$ cat config.mk
export PLATFORM = sky130hd
export DESIGN_NAME = cascade_incremental_pid_motor
export DESIGN_NICKNAME = d
export VERILOG_FILES = /design/src/hdl/cipm_pkg.sv /design/src/hdl/cascade_incremental_pid_motor.sv /design/src/hdl/cipm_serial_mul.sv
export VERILOG_INCLUDE_DIRS = /design/src /design/src/hdl
export SDC_FILE = /design/constraint.sdc
export NUM_CORES = 2
export LEC_CHECK = 0
export BUFFER_PORTS_ARGS = -buffer_cell sky130_fd_sc_hd__buf_2
export CAP_MARGIN = 10
export CORE_MARGIN = 4
export CORE_UTILIZATION = 50
export DETAILED_ROUTE_END_ITERATION = 8
export MAX_ROUTING_LAYER = met4
export PLACE_DENSITY = 0.68
export SLEW_MARGIN = 20
export SYNTH_ARGS = -nofsm -noshare
export SYNTH_HDL_FRONTEND = slang
export SYNTH_SLANG_ARGS = --single-unit
$ cat constraint.sdc
create_clock -name clk -period 26.9 [get_ports clk]
set_input_delay 5.38 -clock clk [delete_from_list [all_inputs] [get_ports clk]]
set_output_delay 5.38 -clock clk [all_outputs]
set_load 0.02 [all_outputs]
$ cat src/hdl/cascade_incremental_pid_motor_assert.svh
// Assertion macros for the motor controller.
`ifndef CASCADE_INCREMENTAL_PID_MOTOR_ASSERT_SVH
`define CASCADE_INCREMENTAL_PID_MOTOR_ASSERT_SVH
`ifndef SYNTH
`define CIPM_ASSERT(label, clk, rst, prop, msg) \
  label: assert property (@(posedge clk) disable iff (rst) prop) else $error(msg);
`define CIPM_ASSERT_RST(label, clk, prop, msg) \
  label: assert property (@(posedge clk) prop) else $error(msg);
`else
`define CIPM_ASSERT(label, clk, rst, prop, msg)
`define CIPM_ASSERT_RST(label, clk, prop, msg)
`endif
`endif

$ cat src/hdl/cipm_pkg.sv
// ----------------------------------------------------------------------------
// cipm_pkg
// Shared constants and types of the cascade PID motor controller.
// ----------------------------------------------------------------------------
package cipm_pkg;
  localparam int NUM_MOTORS_DEF = 4;
  localparam int COUNTS_PER_TURN_DEF = 8192;
  localparam int SPEED_I_LIMIT_DEF = 16384;
  localparam int POS_I_LIMIT_DEF = 9600;

  localparam int AW = 3;
  localparam logic [AW-1:0] REG_MODES = 3'd0;
  localparam logic [AW-1:0] REG_SKP = 3'd1;
  localparam logic [AW-1:0] REG_SKI = 3'd2;
  localparam logic [AW-1:0] REG_SKD = 3'd3;
  localparam logic [AW-1:0] REG_PKP = 3'd4;
  localparam logic [AW-1:0] REG_PKI = 3'd5;
  localparam logic [AW-1:0] REG_SMAX = 3'd6;
  localparam logic [AW-1:0] REG_PMAX = 3'd7;

  localparam logic [1:0] MODE_SPEED = 2'd1;
  localparam logic [1:0] MODE_POS = 2'd2;

  // multiplier width: 24-bit gain by 64-bit signed operand
  localparam int MW = 64;
  localparam int PW = MW + 25;

  typedef struct packed {
    logic start;
    logic [23:0] gain;
    logic signed [MW-1:0] opnd;
  } mul_req_t;
endpackage

$ cat src/hdl/cascade_incremental_pid_motor.sv
// Order of states: position mode runs UNWRAP, PP, PI, PACC, SERR, SP, SI, SD, SACC, OUT;
//   speed mode skips PP to PACC, no loop goes from UNWRAP to OUT; each serial multiply
//   has a start, one step per gain bit over the 24 gain bits, and a collect step.
// One item at a time; the next input is taken only after the output transfer, once idle.
// Output currents are registered and held until taken; in_ready low while busy.
// Reset (synchronous, rst high) clears all loop state and loads register defaults.
// ----------------------------------------------------------------------------
// cascade_incremental_pid_motor
// Four-motor cascade position/speed incremental PID with APB configuration.
// ----------------------------------------------------------------------------
module cascade_incremental_pid_motor #(
  parameter int NUM_MOTORS = cipm_pkg::NUM_MOTORS_DEF,
  parameter int COUNTS_PER_TURN = cipm_pkg::COUNTS_PER_TURN_DEF,
  parameter int SPEED_I_LIMIT = cipm_pkg::SPEED_I_LIMIT_DEF,
  parameter int POS_I_LIMIT = cipm_pkg::POS_I_LIMIT_DEF
) (
  input  logic clk,
  input  logic rst,
  input  logic psel,
  input  logic penable,
  input  logic pwrite,
  input  logic [4:0] paddr,
  input  logic [31:0] pwdata,
  output logic [31:0] prdata,
  output logic pready,
  input  logic in_valid,
  output logic in_ready,
  input  logic [1:0] motor_index,
  input  logic [12:0] raw_angle,
  input  logic signed [15:0] speed_meas,
  input  logic signed [31:0] target,
  output logic out_valid,
  input  logic out_ready,
  output logic signed [15:0] current_0,
  output logic signed [15:0] current_1,
  output logic signed [15:0] current_2,
  output logic signed [15:0] current_3
);
  localparam int MW = cipm_pkg::MW;
  localparam int PW = cipm_pkg::PW;
  localparam logic signed [MW-1:0] CPT = MW'(COUNTS_PER_TURN);
  localparam logic signed [MW-1:0] SILIM = MW'(SPEED_I_LIMIT) <<< 16;
  localparam logic signed [MW-1:0] PILIM = MW'(POS_I_LIMIT) <<< 16;
  localparam logic signed [MW-1:0] E34MAX = (MW'(1) <<< 33) - MW'(1);
  localparam logic signed [MW-1:0] E34MIN = -(MW'(1) <<< 33);

  // state codes
  localparam logic [3:0] S_IDLE = 4'd0, S_UNWRAP = 4'd1, S_PP = 4'd2,
    S_PI = 4'd3, S_PACC = 4'd4, S_SERR = 4'd5, S_SP = 4'd6, S_SI = 4'd7,
    S_SD = 4'd8, S_SACC = 4'd9, S_OUT = 4'd10, S_WAIT = 4'd11;

  // configuration registers
  logic [7:0] motor_modes;
  logic [23:0] speed_kp, speed_ki, speed_kd, pos_kp, pos_ki;
  logic [14:0] speed_out_max, pos_out_max;
  logic [cipm_pkg::AW-1:0] ridx;
  assign ridx = paddr[4:2];
  assign pready = 1'b1;

  always_ff @(posedge clk) begin
    if (rst) begin
      motor_modes <= 8'd160;
      speed_kp <= 24'd1572864;
      speed_ki <= 24'd78643;
      speed_kd <= 24'd1311;
      pos_kp <= 24'd52429;
      pos_ki <= 24'd197;
      speed_out_max <= 15'd8000;
      pos_out_max <= 15'd9600;
    end else if (psel && penable && pwrite) begin
      unique case (ridx)
        cipm_pkg::REG_MODES: motor_modes <= pwdata[7:0];
        cipm_pkg::REG_SKP: speed_kp <= pwdata[23:0];
        cipm_pkg::REG_SKI: speed_ki <= pwdata[23:0];
        cipm_pkg::REG_SKD: speed_kd <= pwdata[23:0];
        cipm_pkg::REG_PKP: pos_kp <= pwdata[23:0];
        cipm_pkg::REG_PKI: pos_ki <= pwdata[23:0];
        cipm_pkg::REG_SMAX: speed_out_max <= pwdata[14:0];
        cipm_pkg::REG_PMAX: pos_out_max <= pwdata[14:0];
        default: ;
      endcase
    end
  end

  always_comb begin
    unique case (ridx)
      cipm_pkg::REG_MODES: prdata = {24'd0, motor_modes};
      cipm_pkg::REG_SKP: prdata = {8'd0, speed_kp};
      cipm_pkg::REG_SKI: prdata = {8'd0, speed_ki};
      cipm_pkg::REG_SKD: prdata = {8'd0, speed_kd};
      cipm_pkg::REG_PKP: prdata = {8'd0, pos_kp};
      cipm_pkg::REG_PKI: prdata = {8'd0, pos_ki};
      cipm_pkg::REG_SMAX: prdata = {17'd0, speed_out_max};
      cipm_pkg::REG_PMAX: prdata = {17'd0, pos_out_max};
      default: prdata = '0;
    endcase
  end

  // per-motor state
  logic [12:0] prev_ang [NUM_MOTORS];
  logic [31:0] turn [NUM_MOTORS];
  logic signed [32:0] pe1 [NUM_MOTORS];
  logic signed [32:0] pe2 [NUM_MOTORS];
  logic signed [31:0] pacc [NUM_MOTORS];
  logic signed [33:0] se1 [NUM_MOTORS];
  logic signed [33:0] se2 [NUM_MOTORS];
  logic signed [31:0] sacc [NUM_MOTORS];

  localparam int MIW = (NUM_MOTORS > 1) ? $clog2(NUM_MOTORS) : 1;
  logic [3:0] state;
  logic [MIW-1:0] mi;
  logic [1:0] mode;
  logic [12:0] ang;
  logic signed [15:0] spd;
  logic signed [31:0] tgt;
  logic signed [MW-1:0] err, sum;
  logic signed [PW-1:0] tshr;
  cipm_pkg::mul_req_t req;
  logic mbusy, mwait;
  logic signed [PW-1:0] prod;

  cipm_serial_mul u_mul (.clk(clk), .rst(rst), .req(req), .busy(mbusy), .prod(prod));

  // unwrap delta
  logic signed [MW-1:0] r1, r2, a1, a2, dl, lastv, angv;
  assign lastv = MW'(prev_ang[mi]);
  assign angv = MW'(ang);
  always_comb begin
    r1 = (angv < lastv) ? angv + CPT - lastv : angv - CPT - lastv;
    r2 = angv - lastv;
    a1 = r1[MW-1] ? -r1 : r1;
    a2 = r2[MW-1] ? -r2 : r2;
    dl = (a1 < a2) ? r1 : r2;
  end

  // floor shift of the product (arith shift is floor)
  assign tshr = prod >>> 16;
  logic signed [MW-1:0] term;
  assign term = (state == S_PP || state == S_PI) ? MW'(prod) : MW'(tshr);

  logic signed [MW-1:0] ilim, icl, omax, accn, acl, spt, se_raw;
  assign ilim = (state == S_PI) ? PILIM : SILIM;
  assign icl = (term > ilim) ? ilim : ((term < -ilim) ? -ilim : term);
  assign omax = (state == S_PACC) ? (MW'(pos_out_max) <<< 16) : (MW'(speed_out_max) <<< 16);
  assign accn = ((state == S_PACC) ? MW'(pacc[mi]) : MW'(sacc[mi])) + sum;
  assign acl = (accn > omax) ? omax : ((accn < -omax) ? -omax : accn);
  assign spt = (mode == cipm_pkg::MODE_POS) ? MW'(pacc[mi]) : (MW'(tgt) <<< 16);
  assign se_raw = spt - (MW'(spd) <<< 16);

  assign in_ready = (state == S_IDLE);

  // operand for each multiply
  always_comb begin
    req.start = 1'b0;
    req.gain = '0;
    req.opnd = '0;
    if (!mwait) begin
      unique case (state)
        S_PP: begin req.start = 1'b1; req.gain = pos_kp; req.opnd = err - MW'(pe1[mi]); end
        S_PI: begin req.start = 1'b1; req.gain = pos_ki; req.opnd = err; end
        S_SP: begin req.start = 1'b1; req.gain = speed_kp; req.opnd = err - MW'(se1[mi]); end
        S_SI: begin req.start = 1'b1; req.gain = speed_ki; req.opnd = err; end
        S_SD: begin
          req.start = 1'b1; req.gain = speed_kd;
          req.opnd = err - (MW'(se1[mi]) <<< 1) + MW'(se2[mi]);
        end
        default: ;
      endcase
    end
  end

  always_ff @(posedge clk) begin
    if (rst) begin
      state <= S_IDLE;
      mwait <= 1'b0;
      out_valid <= 1'b0;
      for (int k = 0; k < NUM_MOTORS; k++) begin
        prev_ang[k] <= '0; turn[k] <= '0; pe1[k] <= '0; pe2[k] <= '0;
        pacc[k] <= '0; se1[k] <= '0; se2[k] <= '0; sacc[k] <= '0;
      end
    end else begin
      unique case (state)
        S_IDLE: if (in_valid) begin
          ang <= raw_angle; spd <= speed_meas; tgt <= target;
          mi <= MIW'(motor_index);
          mode <= motor_modes[2*motor_index +: 2];
          state <= (32'(motor_index) < NUM_MOTORS) ? S_UNWRAP : S_OUT;
        end
        S_UNWRAP: begin
          turn[mi] <= turn[mi] + dl[31:0];
          prev_ang[mi] <= ang;
          err <= MW'(tgt) - MW'($signed(turn[mi] + dl[31:0]));
          sum <= '0;
          if (mode == cipm_pkg::MODE_POS) state <= S_PP;
          else if (mode == cipm_pkg::MODE_SPEED) state <= S_SERR;
          else state <= S_OUT;
        end
        S_PP, S_PI, S_SP, S_SI, S_SD: begin
          if (!mwait) mwait <= 1'b1;
          else if (!mbusy && !req.start) begin
            mwait <= 1'b0;
            if (state == S_PI || state == S_SI) sum <= sum + icl;
            else sum <= sum + term;
            unique case (state)
              S_PP: state <= S_PI;
              S_PI: state <= S_PACC;
              S_SP: state <= S_SI;
              S_SI: state <= S_SD;
              default: state <= S_SACC;
            endcase
          end
        end
        S_PACC: begin
          pacc[mi] <= acl[31:0];
          pe2[mi] <= pe1[mi];
          pe1[mi] <= err[32:0];
          state <= S_SERR;
        end
        S_SERR: begin
          sum <= '0;
          if (mode == cipm_pkg::MODE_POS) err <= se_raw;
          else err <= (se_raw > E34MAX) ? E34MAX : ((se_raw < E34MIN) ? E34MIN : se_raw);
          state <= S_SP;
        end
        S_SACC: begin
          sacc[mi] <= acl[31:0];
          se2[mi] <= se1[mi];
          se1[mi] <= err[33:0];
          state <= S_OUT;
        end
        S_OUT: begin
          out_valid <= 1'b1;
          state <= S_WAIT;
        end
        S_WAIT: if (out_ready) begin
          out_valid <= 1'b0;
          state <= S_IDLE;
        end
        default: state <= S_IDLE;
      endcase
    end
  end

  // integer part of each speed accumulator, truncated toward zero
  logic signed [15:0] cur [4];
  always_comb begin
    for (int k = 0; k < 4; k++) begin
      if (k < NUM_MOTORS) begin
        logic signed [31:0] a;
        logic [31:0] n;
        a = sacc[k % NUM_MOTORS];
        n = 32'(-a);
        cur[k] = a[31] ? 16'(-$signed({1'b0, n[31:16]})) : a[31:16];
      end else begin
        cur[k] = '0;
      end
    end
  end
  assign current_0 = cur[0];
  assign current_1 = cur[1];
  assign current_2 = cur[2];
  assign current_3 = cur[3];

  `include "cascade_incremental_pid_motor_assert.svh"
  `CIPM_ASSERT(a_rdy, clk, rst, out_valid |-> !in_ready, "input taken with output pending")
  `CIPM_ASSERT(a_hold, clk, rst, (out_valid && !out_ready) |=> out_valid, "output dropped")
  `CIPM_ASSERT(a_mul, clk, rst, mbusy |-> !in_ready, "multiplier busy while idle")
endmodule

$ cat src/hdl/cipm_serial_mul.sv
// ----------------------------------------------------------------------------
// cipm_serial_mul
// Bit-serial multiply: unsigned 24-bit gain by signed operand,
// one gain bit per cycle.
// ----------------------------------------------------------------------------
module cipm_serial_mul (
  input  logic clk,
  input  logic rst,
  input  cipm_pkg::mul_req_t req,
  output logic busy,
  output logic signed [cipm_pkg::PW-1:0] prod
);
  logic [23:0] gsh;
  logic signed [cipm_pkg::PW-1:0] msh;
  logic [4:0] cnt;

  // shift-and-add, gain shifted right, operand shifted left
  always_ff @(posedge clk) begin
    if (rst) begin
      busy <= 1'b0;
      cnt <= '0;
    end else if (req.start) begin
      busy <= 1'b1;
      cnt <= 5'd24;
      gsh <= req.gain;
      msh <= cipm_pkg::PW'(req.opnd);
      prod <= '0;
    end else if (busy) begin
      if (gsh[0]) prod <= prod + msh;
      gsh <= gsh >> 1;
      msh <= msh <<< 1;
      cnt <= cnt - 5'd1;
      if (cnt == 5'd1) busy <= 1'b0;
    end
  end

  `include "cascade_incremental_pid_motor_assert.svh"
  `CIPM_ASSERT(a_cnt, clk, rst, busy |-> cnt != 5'd0, "serial mul count lost")
  `CIPM_ASSERT(a_idle, clk, rst, !busy |=> (busy == $past(req.start)), "mul start mismatch")
  `CIPM_ASSERT_RST(a_rst, clk, $past(rst) |-> !busy, "mul busy after reset")
endmodule

Word-level counts from Yosys, hierarchy flattened:

Memory sizes are Yosys's and may differ from the RTL's. A register that Yosys moved wholly into a read port is not among the register bits.
Cells that the tools add are included.

* $add $sub $neg: 29
* $lt $le $gt $ge: 8
* equality and inequality tests: 25
* shift operators: 1
* muxes and demuxes: 90
* bitwise logic cells: 1
* reductions and logical operators: 39

Operators with widths (number)
* 64-bit 2-to-1 mux: 14
* 89-bit 2-to-1 mux: 5
* 89-bit case mux with 5 select lines: 1
* 32-bit case mux with 8 select lines: 1
* 64-bit case mux with 2 select lines: 2
* 64-bit adder: 3
* 64-bit less-than comparator: 3
* 32-bit 2-to-1 mux: 6
* 64-bit by 32-bit > comparator with 1-bit output: 2
* 31-bit negation with 64-bit output: 2
* 32-bit negation: 4
* 32-bit OR reduction: 3
* 89-bit adder: 1
* 34-bit 2-to-1 mux: 2
* 34-bit OR reduction: 2
* 64-bit by 34-bit adder with 64-bit output: 1
* 64-bit by 34-bit > comparator with 1-bit output, second input constant: 1
* 64-bit by 34-bit less-than comparator with 1-bit output, second input constant: 1
* 16-bit 2-to-1 mux: 4
* 14-bit negation with 64-bit output: 1
* 16-bit negation: 4
* 64-bit negation: 1
* 64-bit by 32-bit subtractor with 64-bit output: 1
* 64-bit by 33-bit subtractor with 64-bit output: 1
* 48 further kinds: 127

* register bits after elaboration: 565
* bits in writable memories: 840
* bits of input ports: 107
* logic and storage cells: 224
* memories: 7

Memories
* se1: words 4, bits a word 34, rd ports 1, clocked after memory_dff 1, write ports 4, line cascade_incremental_pid_motor.sv:105 `logic signed [33:0] se1 [NUM_MOTORS];`
* se2: words 4, bits a word 34, rd ports 1, clocked after memory_dff 1, write ports 4, line cascade_incremental_pid_motor.sv:106 `logic signed [33:0] se2 [NUM_MOTORS];`
* pe1: words 4, bits a word 33, rd ports 1, clocked after memory_dff 1, write ports 4, line cascade_incremental_pid_motor.sv:102 `logic signed [32:0] pe1 [NUM_MOTORS];`
* pacc: words 4, bits a word 32, rd ports 1, clocked after memory_dff 1, write ports 4, line cascade_incremental_pid_motor.sv:104 `logic signed [31:0] pacc [NUM_MOTORS];`
* sacc: words 4, bits a word 32, rd ports 5, clocked after memory_dff 1, write ports 4, line cascade_incremental_pid_motor.sv:107 `logic signed [31:0] sacc [NUM_MOTORS];`
* turn: words 4, bits a word 32, rd ports 1, clocked after memory_dff 1, write ports 4, line cascade_incremental_pid_motor.sv:101 `logic [31:0] turn [NUM_MOTORS];`
* 1 more memories

Depth between registers and ports, before layout:

* depth after elaboration: 11
* mapped depth: 59

By module:

From an unflattened synthesis, not the netlist that was laid out.

* cells, all modules: 9430
* area, all modules: 94499.4 um^2

By module, submodules not included
* cascade_incremental_pid_motor: times used 1, cells each 8080, area an instance 80716.2 um^2
* cipm_serial_mul: times used 1, cells each 1350, area an instance 13783.2 um^2

Worst setup path before layout:

Ideal clock, no wire load.

* kind: flip-flop to flip-flop
* from: register (tool-made name)
* to: register err[29] (data pin)
* library setup time: 0.256 ns
* data arrival time: 12.543 ns
* data required time: 26.644 ns
* slack: 14.101 ns
* stages on the path, launching flop included: 54
* path buffers: 6
* cell sequence: dfxtp_1 > clkbuf_1 > clkbuf_1 > clkbuf_1 > clkbuf_1 > buf_1 > mux4_2 > ha_1 > inv_1 > fa_1 > a21o_1 > a21oi_1 > o21ai_0 > a21oi_1 > o21ai_0 > a21oi_1 > o21bai_1 > a21oi_1 > [18 not listed] > mux2i_1 > ha_1 > a21oi_1 > and2_1 > a22o_1 > a21oi_1 > xnor2_1 > ha_1 > a21oi_1 > a31oi_1 > maj3_1 > a2111oi_0 > nor3_1 > o311a_1 > a31oi_1 > o21ai_0 > or3_1 > a41o_1

RTL lines
* end signal: assignment: line cascade_incremental_pid_motor.sv:192 `err <= MW'(tgt) - MW'($signed(turn[mi] + dl[31:0]));`
* end signal: assignment: line cascade_incremental_pid_motor.sv:221 `if (mode == cipm_pkg::MODE_POS) err <= se_raw;`
* end signal: assignment: line cascade_incremental_pid_motor.sv:222 `else err <= (se_raw > E34MAX) ? E34MAX : ((se_raw < E34MIN) ? E34MIN : se_raw);`
* end: declaration: line cascade_incremental_pid_motor.sv:116 `logic signed [MW-1:0] err, sum;`

==> impl_results.md <==
- Outcome: complete, but fails checks
- Failing checks: DRC
- DRT iter0 DRCs: between 8,000 and 9,000
- Fmax: 70.5 MHz
- CTS Buffer Depth: 3
- H-tree lvl count: 4
- Dpl cell area: 95,400 µm²
- Number of global-route vias before repair: ~70,000
- # resized after CTS: 0
- Remaining DRCs: 6
- Distinct cells, synth: around 100
- TritonRoute pass-1 iters: 9
- Crit start category: flop
- Final instance area: 101,000 µm²
- Number of synthesized flops with an enable pin: roughly 1,200
- Crit-path most repeated cell: a21oi_1
- Critical path buffer and inverter count: 3
- Clock skew: 0.0677 ns
- Final Cycle Share: 52.7%
- Synthesized instance count: ~9,200
- Total routed wirelength: 288,000 µm
- Later-pin clock latency in the skew report: 0.84 ns
- Cts hold-fix bufs: 0
- CTS sink cnt: about 1,400
- Seq/Total Area, Yosys: a little over two fifths
- Hold WC Path Type: flop to flop
- Chip height: between 400 and 500 µm
- Wirelength per Cell: ~24 µm
- Crit-path slowest cell: a2111oi_0
- DIE AREA: around 190,000 µm²
- Die Width: ~440 µm
- Total Nets Final: 10,000
- Largest net degree at the start of global routing: 85
- Synth warnings: 0
- CP delay by family, top: compound AO/OA/AOI/OAI gates
- Worst Max-Slew Pin Slew: about 1.2 ns
- Setup violations, final: 0
- Synth Area per Inst: 9.96 µm²
- Power Dens Cells: roughly 150 nW/µm²
- Total track usage: a little under a third
- Ports: ~200
- Drt via density: just over 6
- Via count: roughly 74,000
- Commonest cells after routing, fill and taps aside: edfxtp_1, nor2_1, nand2_1
- FP Rows: between 150 and 200
- Area delta synth->final: 9.70%
- Tmin final: between 10 and 15 ns
- Fin Setup TNS: 0 ns
- Core Util, Final: ~55%
- First-pass GRT wire length: ~430,000 µm
- Global route overflow: 0
- CP Capture Type: flop
- VDD IR-drop max: between 0.0001 and 0.00015 V
- Detail Route Antenna Nets: 0
- Placed Cells: roughly 12,000
- CTS tree: built
- I/O Buffers: 186
- CP Data Arrival Time: between 10 and 15 ns
- Leak: slightly above 40 nW
- Data required, critical path: approximately 28 ns
- CP max FO: 40
- CTS clk-pin slew, worst paths: 0.06 ns
- Share of cells above drive strength 1: between 10% and 20%
- Slew HR: 19.8%
- Total core area: approximately 180,000 µm²
- Finished Layout Cells: between 10,000 and 15,000
- RSZ-0062 raised after global routing: no
- Crit-path max cell delay: slightly below 1 ns
- GP Congestion: roughly 1
- Synth Cell Area: around 92,000 µm²
- Initial antenna violation count: 3
- Synthesized flop and latch total: ~1,400
- Detailed-placement wirelength estimate: slightly above 200,000 µm
- Crit Path Category: flop to flop
- Initial Util: about 50%
- Most used DFF post-synth: edfxtp_1
- Final max-slew violation count: 0
- Max-cap violation count: 0
- Most common cell after layout, fill and taps aside: edfxtp_1
- Asr flop ratio synth: 0%
- Post-CTS setup buffer count: 0
- Root buffer cell: clkbuf_16
- Final hold violations: 0
- CTS buffer count: 158
==> metal layers <==
layer	wire, µm	up-vias	track usage [%]
met4	11100	0	10.6
li1	-	33900	-
met1	124000	36300	42.5
met5	0	-	-
met3	26700	478	4.93
met2	126000	3434	44.0
==> logic make-up after synthesis <==
family	synth area share (%)
AO/OA/AOI/OAI	15.0
AND/OR/NAND/NOR	15.9
XOR/XNOR	4.80
multiplexers	7.30
buffers and inverters	4.05
flip-flops	43.6
other	0.00818
adder cells (fa/ha/maj)	9.46
==> report_power, final <==
group	internal (mW)	switching, mW	total [mW]
logic	3.44	5.90	9.34
registers	2.99	0.307	3.30
clock network	1.27	0.941	2.21
total	7.70	7.15	14.8
==> layout make-up <==
type / count / area, µm²
sequential: 1389 / 40000
antenna: 1 / 2.50
clock buffer: 191 / 4220
inverter: 468 / 1760
fill: 16000 / 82200
timing repair buffer: 296 / 1780
tap: 2464 / 3080
clock inverter: 99 / 1070
multi-input combinational: 6965 / 48800
==> registers in the layout, indices dropped and copies added (netlist names), 13 cells and up, named ones only <==
signal         count
pos_out_max       15
sum               64
tgt               32
pos_ki            24
speed_out_max     15
turn             128
u_mul.msh         80
sacc             128
pacc             128
se1              136
err               64
ang               13
u_mul.gsh         24
spd               16
prev_ang          52
speed_kp          24
se2              136
speed_ki          24
pe1              132
pos_kp            24
speed_kd          24
u_mul.prod        80
==> cell usage after synthesis (all sizes together) (151+ instances only) <==
master	instances	area, µm²
inv	435	1630
nor2	1185	4450
edfxtp	1217	36500
a21o	300	2250
nand3	151	808
xor2	172	1520
nand2	900	3380
and3	219	1370
o21ai	406	2040
clkbuf	444	1680
dfxtp	172	3440
mux4	221	4980
xnor2	323	2840
ha	577	7220
a21oi	688	3460
==> final timing paths <==
check	from	end	slack, ns	depth (start not counted)
setup / recovery	flop	err[60]	12.71	51
hold / removal	pos_out_max[6]	pos_out_max[6]	0.47	2
hold reg to reg	pos_out_max[6]	pos_out_max[6]	0.47	2
setup reg to reg	flop	err[60]	12.71	51
==> worst register-to-register path: cells and delay by family (launching register included) <==
kind / cells / cell delay [ns]
compound gates: 34 / 8.07
fa+ha+maj: 5 / 1.58
mux: 3 / 1.06
simple gates: 4 / 1.06
flops: 1 / 0.78
xor+xnor: 2 / 0.77
buf+inv: 3 / 0.61
==> stage by stage <==
step	hold slack [ns]	power (mW)	setup WS (ns)
floorplan	0.443	9.91	14.10
global route	0.486	15.9	11.90
global placement	0.454	12.3	13.25
CTS	0.470	14.7	12.95
finish	0.467	14.8	12.71
detailed placement	0.461	12.4	13.14
Power figures use the tool's default switching activity.
